===== src/utf8vp_pkg.sv =====
`timescale 1ns / 1ps
`default_nettype none

package utf8vp_pkg;

   // Default width of the byte counter
   localparam int COUNT_BITS_DEFAULT = 8;

   // Lead byte ranges
   localparam logic [7:0] ASCII_HI = 8'h7f;
   localparam logic [7:0] LEAD2_LO = 8'hc2;
   localparam logic [7:0] LEAD2_HI = 8'hdf;
   localparam logic [7:0] LEAD3_LO = 8'he0;
   localparam logic [7:0] LEAD3_HI = 8'hef;
   localparam logic [7:0] LEAD4_LO = 8'hf0;
   localparam logic [7:0] LEAD4_HI = 8'hf4;

   // Leads that restrict the second byte
   localparam logic [7:0] LEAD_E0 = 8'he0;
   localparam logic [7:0] LEAD_ED = 8'hed;
   localparam logic [7:0] LEAD_F0 = 8'hf0;
   localparam logic [7:0] LEAD_F4 = 8'hf4;

   // Second byte bounds
   localparam logic [7:0] E0_MIN = 8'ha0;
   localparam logic [7:0] ED_MAX = 8'h9f;
   localparam logic [7:0] F0_MIN = 8'h90;
   localparam logic [7:0] F4_MAX = 8'h8f;

   // Continuation byte tag (top two bits)
   localparam logic [1:0] CONT_TAG = 2'b10;

   // Open sequence and stop flag
   typedef struct packed {
      logic [7:0] lead;
      logic [2:0] total;
      logic [2:0] seen;
      logic       stopped;
   } utf8vp_seq_type;

   // Sequence length announced by a lead byte; zero for an invalid lead
   function automatic logic [2:0] lead_length(input logic [7:0] b);
      logic [2:0] len;
      len = 3'd0;
      if (b <= ASCII_HI) begin
         len = 3'd1;
      end else if (b >= LEAD2_LO && b <= LEAD2_HI) begin
         len = 3'd2;
      end else if (b >= LEAD3_LO && b <= LEAD3_HI) begin
         len = 3'd3;
      end else if (b >= LEAD4_LO && b <= LEAD4_HI) begin
         len = 3'd4;
      end
      return len;
   endfunction

   // Overlong, surrogate or out-of-range form given by the second byte
   function automatic logic bad_second(input logic [7:0] lead, input logic [7:0] second);
      return (lead == LEAD_E0 && second < E0_MIN) ||
             (lead == LEAD_ED && second > ED_MAX) ||
             (lead == LEAD_F0 && second < F0_MIN) ||
             (lead == LEAD_F4 && second > F4_MAX);
   endfunction

endpackage

`default_nettype wire


===== src/utf8vp_step.sv =====
`timescale 1ns / 1ps
`default_nettype none

// Next scan state for one text byte
module utf8vp_step #(
   parameter int COUNT_BITS = utf8vp_pkg::COUNT_BITS_DEFAULT
) (
   input  wire logic [7:0]                text_byte,
   input  wire logic [7:0]                budget,
   input  wire logic [COUNT_BITS-1:0]     count_cur,
   input  wire utf8vp_pkg::utf8vp_seq_type seq_cur,
   output logic [COUNT_BITS-1:0]          count_nxt,
   output utf8vp_pkg::utf8vp_seq_type     seq_nxt
);

   localparam int LW = (COUNT_BITS > 8) ? COUNT_BITS : 8;

   logic [LW-1:0] budget_ext;
   logic [LW-1:0] count_max_ext;
   logic [LW-1:0] limit;
   logic [2:0]    len;
   logic [LW:0]   sum;
   logic [2:0]    seen_inc;

   // Effective budget is capped by the counter range
   assign budget_ext    = LW'(budget);
   assign count_max_ext = LW'({COUNT_BITS{1'b1}});
   assign limit         = (budget_ext < count_max_ext) ? budget_ext : count_max_ext;

   assign len      = utf8vp_pkg::lead_length(text_byte);
   assign sum      = (LW+1)'(count_cur) + (LW+1)'(len);
   assign seen_inc = seq_cur.seen + 3'd1;

   always_comb begin
      count_nxt = count_cur;
      seq_nxt   = seq_cur;
      if (seq_cur.stopped) begin
         // absorb rest of text
      end else if (text_byte == 8'h00) begin
         seq_nxt.stopped = 1'b1;
      end else if (seq_cur.total == 3'd0) begin
         // lead byte
         if (len == 3'd0 || sum > {1'b0, limit}) begin
            seq_nxt.stopped = 1'b1;
         end else if (len == 3'd1) begin
            count_nxt = count_cur + COUNT_BITS'(1);
         end else begin
            seq_nxt.lead  = text_byte;
            seq_nxt.total = len;
            seq_nxt.seen  = 3'd1;
         end
      end else if (text_byte[7:6] != utf8vp_pkg::CONT_TAG) begin
         seq_nxt.stopped = 1'b1;
      end else if (seq_cur.seen == 3'd1 && utf8vp_pkg::bad_second(seq_cur.lead, text_byte)) begin
         seq_nxt.stopped = 1'b1;
      end else if (seen_inc >= seq_cur.total) begin
         // character complete
         count_nxt     = count_cur + COUNT_BITS'(seq_cur.total);
         seq_nxt.lead  = 8'h00;
         seq_nxt.total = 3'd0;
         seq_nxt.seen  = 3'd0;
      end else begin
         seq_nxt.seen = seen_inc;
      end
   end

endmodule

`default_nettype wire


===== src/utf8_valid_prefix_length_core.sv =====
`timescale 1ns / 1ps
`default_nettype none

// Channel  | Dir | Transfer                 | Content
// ---------+-----+--------------------------+-------------------------------------
// req_     | in  | req_tvalid & req_tready  | tdata[7:0] text_byte, tlast end_of_text
// rsp_     | out | rsp_tvalid & rsp_tready  | tdata[7:0] prefix_length
// csr_     | in  | csr_we                   | csr_wdata byte_budget
//
// One byte per cycle unless a last byte waits behind an untaken result.
// A byte is held in the input register, then the scan logic updates the state;
// a last byte loads the result register, which drives rsp_tvalid.
// Reset clears the scan state and sets the budget to 255.
// req_tready drops only while a last byte waits behind an untaken result.
module utf8_valid_prefix_length_core #(
   parameter int COUNT_BITS = utf8vp_pkg::COUNT_BITS_DEFAULT
) (
   input  wire logic       clock,
   input  wire logic       reset,
   // input stream
   input  wire logic       req_tvalid,
   output logic            req_tready,
   input  wire logic [7:0] req_tdata,   // [7:0] text_byte
   input  wire logic       req_tlast,   // end_of_text
   // result stream
   output logic            rsp_tvalid,
   input  wire logic       rsp_tready,
   output logic [7:0]      rsp_tdata,   // [7:0] prefix_length
   // budget register
   input  wire logic       csr_we,
   input  wire logic [7:0] csr_wdata
);

   logic [7:0]                 budget_ff;
   logic                       in_valid_ff;
   logic [7:0]                 in_byte_ff;
   logic                       in_last_ff;
   logic [COUNT_BITS-1:0]      count_ff;
   utf8vp_pkg::utf8vp_seq_type seq_ff;
   logic                       rsp_valid_ff;
   logic [7:0]                 rsp_data_ff;

   logic [COUNT_BITS-1:0]      count_in;
   utf8vp_pkg::utf8vp_seq_type seq_in;
   logic                       advance;

   // Held byte moves on unless it is a last byte blocked by a full result
   assign advance    = in_valid_ff && !(in_last_ff && rsp_valid_ff && !rsp_tready);
   assign req_tready = !in_valid_ff || advance;

   assign rsp_tvalid = rsp_valid_ff;
   assign rsp_tdata  = rsp_data_ff;

   utf8vp_step #(
      .COUNT_BITS(COUNT_BITS)
   ) u_step (
      .text_byte(in_byte_ff),
      .budget   (budget_ff),
      .count_cur(count_ff),
      .seq_cur  (seq_ff),
      .count_nxt(count_in),
      .seq_nxt  (seq_in)
   );

   // Budget register
   always_ff @(posedge clock) begin
      if (reset) begin
         budget_ff <= 8'hff;
      end else if (csr_we) begin
         budget_ff <= csr_wdata;
      end
   end

   // Input register
   always_ff @(posedge clock) begin
      if (reset) begin
         in_valid_ff <= 1'b0;
      end else if (req_tready) begin
         in_valid_ff <= req_tvalid;
      end
   end

   always_ff @(posedge clock) begin
      if (req_tready && req_tvalid) begin
         in_byte_ff <= req_tdata;
         in_last_ff <= req_tlast;
      end
   end

   // Scan state; a last byte returns it to zero
   always_ff @(posedge clock) begin
      if (reset) begin
         count_ff <= '0;
         seq_ff   <= '0;
      end else if (advance) begin
         if (in_last_ff) begin
            count_ff <= '0;
            seq_ff   <= '0;
         end else begin
            count_ff <= count_in;
            seq_ff   <= seq_in;
         end
      end
   end

   // Result register
   always_ff @(posedge clock) begin
      if (reset) begin
         rsp_valid_ff <= 1'b0;
      end else if (advance && in_last_ff) begin
         rsp_valid_ff <= 1'b1;
      end else if (rsp_tready) begin
         rsp_valid_ff <= 1'b0;
      end
   end

   always_ff @(posedge clock) begin
      if (advance && in_last_ff) begin
         rsp_data_ff <= 8'(count_in);
      end
   end

   // Scan state is clean after a last byte
   assert property (@(posedge clock) disable iff (reset)
      (advance && in_last_ff) |=> (count_ff == '0 && seq_ff.total == 3'd0 && !seq_ff.stopped))
      else $error("scan state not cleared after last byte");

   // An open sequence has seen fewer bytes than it needs
   assert property (@(posedge clock) disable iff (reset)
      (seq_ff.total != 3'd0) |-> (seq_ff.seen != 3'd0 && seq_ff.seen < seq_ff.total
                                  && seq_ff.total >= 3'd2 && seq_ff.total <= 3'd4))
      else $error("open sequence bookkeeping broken");

   // No bytes counted as seen without an open sequence
   assert property (@(posedge clock) disable iff (reset)
      (seq_ff.total == 3'd0) |-> (seq_ff.seen == 3'd0))
      else $error("seen count without open sequence");

   // A result appears only after a last byte left the input register
   assert property (@(posedge clock) disable iff (reset)
      $rose(rsp_valid_ff) |-> $past(advance && in_last_ff))
      else $error("result without last byte");

   // Input stalls only behind a blocked last byte
   assert property (@(posedge clock) disable iff (reset)
      !req_tready |-> (in_valid_ff && in_last_ff && rsp_valid_ff))
      else $error("input stalled without cause");

endmodule

`default_nettype wire

===== config.mk =====
export PLATFORM = sky130hd
export DESIGN_NAME = utf8_valid_prefix_length_core
export DESIGN_NICKNAME = d
export VERILOG_FILES = /design/src/utf8vp_pkg.sv /design/src/utf8vp_step.sv /design/src/utf8_valid_prefix_length_core.sv
export SDC_FILE = /design/constraint.sdc
export NUM_CORES = 1
export LEC_CHECK = 0
export BUFFER_PORTS_ARGS = -buffer_cell sky130_fd_sc_hd__buf_4
export CAP_MARGIN = 20
export CORE_MARGIN = 2
export CORE_UTILIZATION = 25
export CTS_CLUSTER_DIAMETER = 120
export DETAILED_ROUTE_END_ITERATION = 10
export GPL_TIMING_DRIVEN = 0
export PLACE_DENSITY = 0.45
export SKIP_LAST_GASP = 1
export SLEW_MARGIN = 20
export SYNTH_ARGS = -nofsm -noshare
export SYNTH_HDL_FRONTEND = slang
export SYNTH_SLANG_ARGS = --single-unit

===== constraint.sdc =====
create_clock -name clock -period 7 [get_ports clock]
set_clock_uncertainty 0.05 [all_clocks]
set_input_delay 0.7 -clock clock [delete_from_list [all_inputs] [get_ports clock]]
set_output_delay 0.7 -clock clock [all_outputs]
set_load 0.02 [all_outputs]

Yosys cells after proc, flatten, opt, wreduce, memory -nomap -nowiden --
Index checks and enable logic that the tools add are counted.
Word-level totals: output and inout bits 10, input port bits 22, flip-flop bits (word level) 50, logic and storage cells 100
Operators by class: equal/unequal tests 13, add/subtract/negate cells 4, muxes and demuxes 30, reduce and logical (&&, ||, !) cells 28, $lt $le $gt $ge 14
Operators by type and width (count):
- $mux W8 | 10
- $mux W14 | 5
- $mux W15 | 3
- $eq A8 B8 Y1 const B | 4
- $ge A8 B8 Y1 const B | 3
- $le A8 B8 Y1 const B | 3
- $lt A8 B8 Y1 const B | 3
- $gt A8 B8 Y1 const B | 2
- $mux W3 | 5
- $logic_and A1 B1 Y1 | 13
- $mux W11 | 1
- $add A8 B3 Y9 | 1
- $gt A9 B8 Y1 | 1
- $add A8 B1 Y8 const B | 1
- $add A8 B3 Y8 | 1
- $le A8 B7 Y1 const B | 1
- $logic_not A8 Y1 | 1
- $reduce_and A8 Y1 | 1
- $reduce_and A7 Y1 | 1
- $eq A3 B1 Y1 const B | 2
- $logic_not A3 Y1 | 2
- $mux W1 | 6
- $ne A2 B2 Y1 const B | 3
- $ne A3 B2 Y1 const B | 2
- 7 further kinds | 14

Depth between registers and ports, before layout --
Gate-level depths: netlist (run 1).
depth in word-level cells 14, depth in mapped cells 17, mapped depth without buffers 16

Modules after synthesis --
A second synthesis (run 1) with hierarchy kept.
Unflattened totals: cell total of the unflattened synthesis 292, area total of the unflattened synthesis 3032.9 um^2
By module, submodules not included:
- utf8_valid_prefix_length_core | sequential area each 1171.1 um^2, cells each 107, instances 1, area each 1642.8 um^2
- utf8vp_step | sequential area each 0.0 um^2, cells each 185, instances 1, area each 1390.1 um^2

Least setup slack after synthesis (run 1) --
OpenSTA, ideal clock, no wires.
path type register to register, start register in_byte_ff[4], end register rsp_data_ff[4], in the netlist rsp_tdata[4] (data pin), data required time 6685 ps, buffers on the path 0, period minus slack after synthesis 4358 ps, arrival time 4044 ps, slack 2642 ps, library setup time 265 ps, cell stages (with the launch flop) 17, cells stage by stage edfxtp_1 and2_1 a211oi_1 xnor2_1 ha_1 or2_2 maj3_1 nand2_1 xnor2_1 ha_1 and4_1 a21boi_0 o41ai_1 nand3_2 o31ai_1 nand2_1 xnor2_1
On the way: cells in the longest elaborated chain, start to end 13, elaborated cells on any way between the ends 39, classes of those cells add/sub: 1; order compare: 12; eq/ne: 1; mux: 11; reduce/logical: 14
Ends and longest elaborated chain:
- from (decl) | line utf8_valid_prefix_length_core.sv:36 | logic [7:0] in_byte_ff;
- from (signal assigned) | line utf8_valid_prefix_length_core.sv:85 | in_byte_ff <= req_tdata;
- $ge A8 B8 Y1 / $le A8 B8 Y1 (equally long branches) | line utf8vp_pkg.sv:51 | end else if (b >= LEAD4_LO && b <= LEAD4_HI) begin
- $logic_and A1 B1 Y1 | line utf8vp_pkg.sv:51
- $mux W3 | line utf8vp_pkg.sv:51
- $mux W3 | line utf8vp_pkg.sv:49 | end else if (b >= LEAD3_LO && b <= LEAD3_HI) begin
- $mux W3 | line utf8vp_pkg.sv:47 | end else if (b >= LEAD2_LO && b <= LEAD2_HI) begin
- $mux W3 | line utf8vp_pkg.sv:45 | if (b <= ASCII_HI) begin
- $add A8 B3 Y9 | line utf8vp_step.sv:31 | assign sum = (LW+1)'(count_cur) + (LW+1)'(len);
- $gt A9 B8 Y1 | line utf8vp_step.sv:43 | if (len == 3'd0 || sum > {1'b0, limit}) begin
- $logic_or A1 B1 Y1 | line utf8vp_step.sv:43
- $mux W8 | line utf8vp_step.sv:43
- $mux W8 | line utf8vp_step.sv:41 | end else if (seq_cur.total == 3'd0) begin
- $mux W8 (*) | line utf8vp_step.sv:39 | end else if (text_byte == 8'h00) begin
- $mux W8 (*) | line utf8vp_step.sv:37 | if (seq_cur.stopped) begin
- net count_in[4] | line utf8_valid_prefix_length_core.sv:43 | logic [COUNT_BITS-1:0] count_in;
- to (signal assigned) | line utf8_valid_prefix_length_core.sv:119 | rsp_data_ff <= 8'(count_in);
- to (decl) | line utf8_valid_prefix_length_core.sv:41 | logic [7:0] rsp_data_ff;
The timed path passes the listed nets; every way through them passes the cells marked *. A chain may end at the register's enable or synchronous reset.

Worst setup path after layout (run 1) --
start register in_byte_ff[4], end register seq_ff[5] (netlist name)
On the way: cells in the longest elaborated chain, start to end 11, elaborated cells on any way between the ends 43, classes of those cells add/sub: 1; order compare: 12; eq/ne: 5; mux: 10; reduce/logical: 15
Ends and longest elaborated chain:
- $ge A8 B8 Y1 (tied with other cells) | line utf8vp_pkg.sv:51
- $logic_and A1 B1 Y1 (on tied branches) | line utf8vp_pkg.sv:51, utf8vp_pkg.sv:49
- $mux W3 (on tied branches) | line utf8vp_pkg.sv:51, utf8vp_pkg.sv:49
- $mux W3 (on tied branches) | line utf8vp_pkg.sv:49, utf8vp_pkg.sv:47
- $mux W3 (on tied branches) | line utf8vp_pkg.sv:47, utf8vp_pkg.sv:45
- $mux W3 / $mux W14 (equally long branches) | line utf8vp_pkg.sv:45, utf8vp_step.sv:45
- $add A8 B3 Y9 / $mux W14 (equally long branches) | line utf8vp_step.sv:31, utf8vp_step.sv:43
- $gt A9 B8 Y1 / $mux W15 (equally long branches) | line utf8vp_step.sv:43, utf8vp_step.sv:41
- $logic_or A1 B1 Y1 / $mux W14 (equally long branches) | line utf8vp_step.sv:43, utf8vp_step.sv:39
- $ne A3 B3 Y1 (no source line) / $mux W15 (equally long branches)
- $reduce_and A8 Y1 (no source line) / $mux W15 (equally long branches)
- to (signal assigned) | line utf8_valid_prefix_length_core.sv:101 | seq_ff <= seq_in;
- to (decl) | line utf8_valid_prefix_length_core.sv:39 | utf8vp_pkg::utf8vp_seq_type seq_ff;
Parallel ways exist; a longest one is shown, timed or not. The select of a mux whose other input is x is not followed.

==> flow_summary.json, run 1 <==
{
  "status": "finished, final reports clean",
  "path_max_fanout": 10,
  "start_util_pct": 25.8,
  "synth_most_common_cell": "nand2_1",
  "rsz0062_at_grt": "false",
  "drtAntennaViolNets": 0,
  "dr.pass1.iters": 4,
  "clk_latency_ns": 0.28,
  "fmax_mhz": 189,
  "io_pins": 32,
  "syn_area_um2": 2960,
  "cts_tree": "built",
  "dr_total_vias": 2477,
  "ctsResizeCount": 0,
  "p_total_uw": 644,
  "timing.final.hold_violations": 0,
  "fin_crit_ns": 5.30,
  "leakagePower_nw": 1.41,
  "yosys.cell_types.count": 59,
  "htreeDepth": 2,
  "area_growth_pct": 19.0,
  "setup_viol": 0,
  "clk_pin_slew_worst_paths_ns": 0.07,
  "numCtsBuffers": 5,
  "routed_wl_um": 7430,
  "hold_class": "register to register",
  "critPathArrivalTime_ns": 5.44,
  "cap_viol_max_count": 0,
  "cts_setup_buffers": 0,
  "cts_buffer_depth": 2,
  "cp.required_ns": 7.14,
  "n_fill_cell": 1188,
  "synth_top_cell_area_share_pct": 22.3,
  "grt_usage_pct": 11.9,
  "rows": 39,
  "drtIter0Drc": 116,
  "drv_slew": 0,
  "antenna_found_initial": 0,
  "finish.utilization_pct": 30.7,
  "peakVddDrop_uv": 110,
  "worst_pin_slew_ns": 0.947,
  "final.setup.tns_ns": 0,
  "wl_per_cell_um": 14.6,
  "syn-num-nets": 369,
  "die_w_um": 113,
  "criticalPathCategory": "register to register",
  "crit_path_end_kind": "register",
  "ys_ff_latch": 50,
  "grt_pass1_wl_um": 12200,
  "fin_nets": 406,
  "coreArea_um2": 11500,
  "rrSetupSlack_ns": 1.70,
  "yosys.area.top_type": "dfxtp_1",
  "ctsHoldBuffers": 0,
  "route.detailed.drc": 0,
  "postSynthCellCount": 327,
  "viasPerCell": 4.88,
  "fp.dieH_um": 113,
  "grt_pass1_vias": 2388,
  "async_flop_share_pct": 0,
  "grt_overflow_total": 0,
  "min_period_over_period_pct": 75.7,
  "grt_max_degree": 15,
  "gp_congestion": 0.829,
  "synth.area.top_cells": "dfxtp_1 22%, edfxtp_1 17%, ha_1 8.0%",
  "startpoint_type": "register",
  "relSlewSlack_pct": 36.7,
  "root_buffer": "clkbuf_16",
  "synth_commonest_cells": "46 x nand2_1, 33 x dfxtp_1, 22 x inv_1, 19 x ha_1",
  "final_layout_size_suffix_gt1_share_pct": 13.7,
  "hpwl_um": 5690,
  "clkSinkCount": 50,
  "antenna_cells": 0,
  "yosysWarnings": 0,
  "p_per_area_nw_per_um2": 183,
  "dieArea_um2": 12700,
  "yosysSeqAreaShare_pct": 39.5,
  "synth_edf_count": 17,
  "portBuffers": 30,
  "synthFlopType": "dfxtp_1",
  "syn_avg_cell_area_um2": 9.06
}
critical path, cell delays in order (launching register included):
cell      delay, ns
edfxtp_1       0.53
and2_1         0.22
a211oi_1       0.57
xnor2_1        0.15
ha_1           0.24
or2_2          0.33
maj3_1         0.39
nand2_1        0.09
xnor2_1        0.12
ha_1           0.26
and4_1         0.21
a21boi_0       0.13
o41ai_1        0.54
nand4_1        0.28
o21ai_0        0.37
clkbuf_1       0.42
nand4_1        0.17
o31ai_1        0.11
final timing paths:
check                          start                endpoint  cells after the start
max          in_byte_ff[4]$_DFFE_PP_  seq_ff[5]$_SDFFE_PP0P_                     17
min           seq_ff[8]$_SDFFE_PP0P_  seq_ff[8]$_SDFFE_PP0P_                      2
min reg2reg   seq_ff[8]$_SDFFE_PP0P_  seq_ff[8]$_SDFFE_PP0P_                      2
max reg2reg  in_byte_ff[4]$_DFFE_PP_  seq_ff[5]$_SDFFE_PP0P_                     17
report_power, final:
| part | switching [mW] | internal [mW] |
|---|---|---|
| Clock | 0.103 | 0.155 |
| Sequential | 0.00848 | 0.311 |
| Combinational | 0.0399 | 0.0267 |
| Total | 0.152 | 0.492 |
cells by family after synthesis:
kind of cell	count (synthesis)	share of synthesized area (%)
compound gates	66	16.1
xor+xnor	15	4.44
fa+ha+maj	23	9.72
buf+inv	41	5.53
flops	50	39.5
mux	7	2.41
simple gates	125	22.3
registers in the layout, summed over array words and instances (netlist names):
| name | count |
|---|---|
| budget_ff | 8 |
| count_ff | 8 |
| in_byte_ff | 8 |
| in_last_ff | 1 |
| in_valid_ff | 1 |
| rsp_tdata | 8 |
| rsp_tvalid | 1 |
| seq_ff | 15 |
layout by cell type (no fill, tap or decap), drive strengths merged, types with 2 or more instances in the layout:
master   synthesis  final
nand2           46     46
a211o            3      3
nor2            13     13
or4              3      3
mux2i            6      6
o31ai            5      5
inv             22     22
and4             4      4
a211oi           2      2
dfxtp           33     33
and3             2      2
xnor2           11     11
maj3             3      3
nor3             7      7
nand2b           2      2
buf              6     36
o41ai            2      2
nand4           10     10
nor2b            4      4
nor4             5      5
a21oi            8      8
edfxtp          17     17
a21o             2      2
and2             4      4
a2111oi          3      3
a31oi            7      7
o21ai           15     15
nand3           18     18
ha              19     19
or3              2      2
xor2             4      4
o211ai           9      9
clkbuf          13     21
final cells by class:
class | instances | area [µm²] | area share, %
plain buffers | 19 | 81.3 | 2.31
multi-input cells | 236 | 1630 | 46.2
inverters | 22 | 82.6 | 2.34
repair buffers | 30 | 225 | 6.39
clock buffers | 8 | 158 | 4.47
well taps | 143 | 179 | 5.08
flip-flops and latches | 50 | 1170 | 33.2
metal layers:
metal	part of all wire [%]	global-route usage, %	up-vias
met5	0	0	-
met4	0.53	2.60	0
met3	4.7	2.25	2
met2	46	19.0	54
met1	49	16.7	1157
li1	-	-	1264
through the flow:
step / instances / worst slack [ns] / instance area [µm²] / hold WS (ns)
floorplan: 327 / 2.64 / 2960 / 0.381
global placement: 500 / 1.81 / 3370 / 0.393
detailed placement: 500 / 1.73 / 3370 / 0.397
CTS: 508 / 1.72 / 3520 / 0.410
global route: 508 / 1.33 / 3520 / 0.449
finish: 508 / 1.70 / 3520 / 0.406
Power figures use the tool's default switching activity.
==> run 2: changes to the inputs <==
clock period = 5.3 ns   (was 7 ns; I/O delays follow)
==> run 2 against run 1 <==
Sequential share of layout area decreased by 0.12 points. Final area increased by 0.36%. Sequential cell count unchanged. Critical path type unchanged. Highest routed layer unchanged.
==> flow_summary.json, run 2 (synthesized netlist as in run 1, its figures left out) <==
{
  "crit_end": "count_ff[5]$_SDFFE_PP0P_",
  "cp.required_ns": 5.46,
  "antenna_found_initial": 0,
  "final.setup.tns_ns": 0,
  "rsz0062_at_grt": "false",
  "use_met3_pct": 2.25,
  "htreeDepth": 2,
  "r2r-start": "in_byte_ff[4]$_DFFE_PP_",
  "ctsResizeCount": 0,
  "dr_total_vias": 2454,
  "gr-usage-met1_pct": 16.7,
  "fmax_mhz": 203,
  "area_growth_pct": 19.4,
  "critPathArrivalTime_ns": 5.09,
  "largest-register": "seq_ff",
  "path_max_fanout": 9,
  "root_buffer": "clkbuf_16",
  "cts_setup_buffers": 0,
  "ctsHoldBuffers": 0,
  "startpoint": "in_byte_ff[4]$_DFFE_PP_",
  "min_period_over_period_pct": 93.0,
  "dr.pass1.iters": 4,
  "peakVddDrop_uv": 143,
  "numCtsBuffers": 5,
  "final_layout_size_suffix_gt1_share_pct": 14.8,
  "timing.final.hold_violations": 0,
  "grt_usage_pct": 11.9,
  "r2r_cells": 17,
  "crit_path_end_kind": "register",
  "hpwl_um": 5690,
  "startpoint_type": "register",
  "cap_viol_max_count": 0,
  "clkSinkCount": 50,
  "grt_pass1_vias": 2388,
  "layout_commonest_cell": "nand2_1",
  "worstHoldStart": "req_tdata[0]",
  "gp_congestion": 0.829,
  "hold-path-cell-count": 1,
  "start_util_pct": 25.8,
  "worst_pin_slew_ns": 0.933,
  "drtAntennaViolNets": 0,
  "drtIter0Drc": 126,
  "busiest_layer": "met2",
  "p_total_uw": 850,
  "largest_register_ff_count": 15,
  "criticalPathCategory": "register to register",
  "io_pins": 32,
  "portBuffers": 30,
  "hold_class": "input pin to register",
  "mostFrequentLayoutCells": "46 x nand2_1, 33 x dfxtp_1, 30 x buf_4, 22 x inv_1, 19 x ha_1",
  "leakagePower_nw": 1.42,
  "setup_viol": 0,
  "clk_latency_ns": 0.28,
  "grt_pass1_wl_um": 12200,
  "rrSetupSlack_ns": 0.37,
  "drv_slew": 0,
  "rows": 39,
  "p_per_area_nw_per_um2": 240,
  "worstReg2RegEnd": "count_ff[5]$_SDFFE_PP0P_",
  "antenna_cells": 0,
  "cts_buffer_depth": 2,
  "coreArea_um2": 11500,
  "viasPerCell": 4.83,
  "die_w_um": 113,
  "grt_overflow_total": 0,
  "wl_per_cell_um": 14.5,
  "fp.dieH_um": 113,
  "met2_usage_pct": 19.0,
  "cts_tree": "built",
  "routed_wl_um": 7390,
  "fin_nets": 406,
  "dieArea_um2": 12700,
  "holdWs_ns": 0.369,
  "status": "finished, final reports clean",
  "route.detailed.drc": 0,
  "relSlewSlack_pct": 37.6,
  "fin_crit_ns": 4.93,
  "grt_max_degree": 15,
  "clk_pin_slew_worst_paths_ns": 0.07
}
run 2: how the worst min path moves through the flow:
| stage | endpoint | slack [ns] |
|---|---|---|
| 2_1_floorplan | seq_ff[8]$_SDFFE_PP0P_ | 0.38 |
| 3_3_place_gp | seq_ff[14]$_SDFFE_PP0P_ | 0.39 |
| 3_5_place_dp | seq_ff[14]$_SDFFE_PP0P_ | 0.40 |
| 4_1_cts | in_byte_ff[1]$_DFFE_PP_ | 0.36 |
| 5_1_grt | in_byte_ff[1]$_DFFE_PP_ | 0.36 |
| 6_report | in_byte_ff[0]$_DFFE_PP_ | 0.37 |
run 2: through the flow:
stage | cell area (µm²) | setup WS (ns) | std cells | util, %
after global placement | 3370 | 0.106 | 500 | 29.4
final | 3540 | 0.370 | 508 | 30.8
after detailed placement | 3370 | 0.0349 | 500 | 29.4
after floorplan | 2960 | 0.942 | 327 | -
after global routing | 3540 | 0.0568 | 508 | 30.8
after CTS | 3520 | 0.0181 | 508 | 30.7
run 2: where the power goes:
part / total, mW / leakage (nW) / switching [mW] / internal, mW
clock network: 0.340 / 0.0763 / 0.136 / 0.204
registers: 0.421 / 0.433 / 0.0111 / 0.410
logic: 0.0884 / 0.913 / 0.0527 / 0.0357
run 2: critical path, cell delays in order, from the launching register on:
cell and delay, ns:
edfxtp_1 0.53, nor4_4 0.42, a211oi_2 0.18, xnor2_1 0.16
ha_1 0.23, or2_2 0.32, maj3_1 0.39, nand2_1 0.09
xnor2_1 0.13, ha_1 0.26, and4_1 0.21, a21boi_0 0.13
o41ai_1 0.53, nand3_2 0.21, o22a_1 0.23, buf_6 0.14
or4_1 0.47, a31oi_1 0.17
run 2: layer usage:
metal,vias to the layer above,routed length [µm]
met5,-,0
met4,0,39
met3,2,292
met2,40,3380
met1,1147,3670
li1,1265,-
run 2: layout make-up:
cell class	instances	area [µm²]
Multi-Input combinational cell	236	1640
Inverter	22	82.6
Fill cell	1188	7930
Clock buffer	8	158
Buffer	19	83.8
Tap cell	143	179
Sequential cell	50	1170
Timing Repair Buffer	30	225
==> run 3: changes to the inputs <==
--- a/config.mk
+++ b/config.mk
@@ -10,4 +10,5 @@
 export CORE_MARGIN = 2
 export CORE_UTILIZATION = 25
+export CTS_BUF_LIST = sky130_fd_sc_hd__clkbuf_2
 export CTS_CLUSTER_DIAMETER = 120
 export DETAILED_ROUTE_END_ITERATION = 10
==> constraint.sdc (replaced) <==
create_clock -name clock -period 5.6 [get_ports clock]
set_clock_uncertainty 0.05 [all_clocks]
set_input_delay 1.12 -clock clock [delete_from_list [all_inputs] [get_ports clock]]
set_output_delay 1.12 -clock clock [all_outputs]
set_load 0.02 [all_outputs]
==> run 3 against run 2 <==
Hold slack improved by 0.055 ns. Maximum frequency decreased by 3.1%. Critical endpoint is now seq_ff[5]$_SDFFE_PP0P_. Final cell count unchanged. Via count increased by 0.65%. Non-clock buffer count unchanged. Largest cell class unchanged.
==> flow_summary.json, run 3 (synthesized netlist as in run 1, its figures left out) <==
{
  "layout_commonest_cell": "nand2_1",
  "final.setup.tns_ns": 0,
  "cts_buffer_depth": 2,
  "mostFrequentLayoutCells": "46 x nand2_1, 33 x dfxtp_1, 30 x buf_4, 22 x inv_1, 19 x ha_1",
  "hpwl_um": 5690,
  "routed_wl_um": 7390,
  "critPathArrivalTime_ns": 5.39,
  "clkSinkCount": 50,
  "worst_pin_slew_ns": 0.918,
  "dr_total_vias": 2470,
  "finish.utilization_pct": 30.0,
  "p_per_area_nw_per_um2": 198,
  "htreeDepth": 2,
  "drtIter0Drc": 116,
  "grt_max_degree": 15,
  "leakagePower_nw": 1.38,
  "clk_latency_ns": 0.42,
  "ctsHoldBuffers": 0,
  "cts_tree": "built",
  "cap_viol_max_count": 0,
  "viasPerCell": 4.86,
  "cp.required_ns": 5.90,
  "setup_viol": 0,
  "area_growth_pct": 16.2,
  "start_util_pct": 25.8,
  "rows": 39,
  "antenna_found_initial": 0,
  "dieArea_um2": 12700,
  "cts_setup_buffers": 0,
  "drv_slew": 0,
  "fin_nets": 406,
  "startpoint_type": "register",
  "grt_pass1_wl_um": 12200,
  "wl_per_cell_um": 14.6,
  "die_w_um": 113,
  "largest_register_ff_count": 15,
  "root_buffer": "clkbuf_2",
  "fmax_mhz": 197,
  "hold_class": "register to register",
  "route.detailed.drc": 0,
  "gp_congestion": 0.829,
  "grt_usage_pct": 11.8,
  "peakVddDrop_uv": 121,
  "grt_overflow_total": 0,
  "criticalPathCategory": "register to register",
  "drtAntennaViolNets": 0,
  "numCtsBuffers": 5,
  "final_layout_size_suffix_gt1_share_pct": 14.8,
  "dr.pass1.iters": 4,
  "portBuffers": 30,
  "io_pins": 32,
  "fp.dieH_um": 113,
  "coreArea_um2": 11500,
  "antenna_cells": 0,
  "path_max_fanout": 10,
  "grt_pass1_vias": 2386,
  "largest-register": "seq_ff",
  "status": "finished, final reports clean",
  "fin_crit_ns": 5.09,
  "clk_pin_slew_worst_paths_ns": 0.26,
  "ctsResizeCount": 0,
  "min_period_over_period_pct": 90.8,
  "relSlewSlack_pct": 38.6,
  "timing.final.hold_violations": 0,
  "rsz0062_at_grt": "false",
  "crit_path_end_kind": "register"
}
==> run 3: worst paths after layout <==
check | slack [ns] | cells after the start | startpoint | end
max reg2reg | 0.51 | 17 | in_byte_ff[4]$_DFFE_PP_ | seq_ff[5]$_SDFFE_PP0P_
max | 0.51 | 17 | in_byte_ff[4]$_DFFE_PP_ | seq_ff[5]$_SDFFE_PP0P_
min | 0.42 | 2 | seq_ff[8]$_SDFFE_PP0P_ | seq_ff[8]$_SDFFE_PP0P_
min reg2reg | 0.42 | 2 | seq_ff[8]$_SDFFE_PP0P_ | seq_ff[8]$_SDFFE_PP0P_
==> run 3: cell type report <==
cell class | instances | area (µm²)
fill | 1200 | 8030
multi-input combinational | 236 | 1640
sequential | 50 | 1170
timing repair buffer | 30 | 225
tap | 143 | 179
inverter | 22 | 82.6
buffer | 19 | 81.3
clock buffer | 7 | 35.0
clock inverter | 1 | 30.0
==> run 3: per-layer routing <==
metal  up-vias  track usage (%)  share of wire [%]
li1       1260                -                  -
met1      1167             16.5                 50
met2        37             19.2                 46
met3         6             2.41                3.5
met4         0             2.36               0.73
met5         -                0                  0
==> run 3: power breakdown <==
group,switching (mW),internal [mW],total [mW]
logic,0.0498,0.0335,0.0833
registers,0.0107,0.389,0.400
clock network,0.118,0.0793,0.197
==> run 3: worst max-delay path: stages, from the launching register on <==
cell      delay [ns]
edfxtp_1        0.58
nor4_4          0.42
a211oi_2        0.18
xnor2_1         0.16
ha_1            0.23
or2_2           0.32
maj3_1          0.39
nand2_1         0.09
xnor2_1         0.13
ha_1            0.26
and4_1          0.21
a21boi_0        0.13
o41ai_1         0.52
nand4_1         0.27
o21ai_0         0.37
clkbuf_1        0.43
nand4_1         0.17
o31ai_1         0.10
==> run 3: through the flow <==
stage	std cells	hold slack (ns)	worst slack, ns	instance area, µm²	total power [mW]
after floorplan	327	0.381	1.24	2960	0.456
after global placement	500	0.393	0.406	3370	0.489
after detailed placement	500	0.397	0.335	3370	0.490
after CTS	508	0.429	0.314	3430	0.689
after global routing	508	0.467	0.157	3440	0.712
final	508	0.423	0.513	3440	0.680
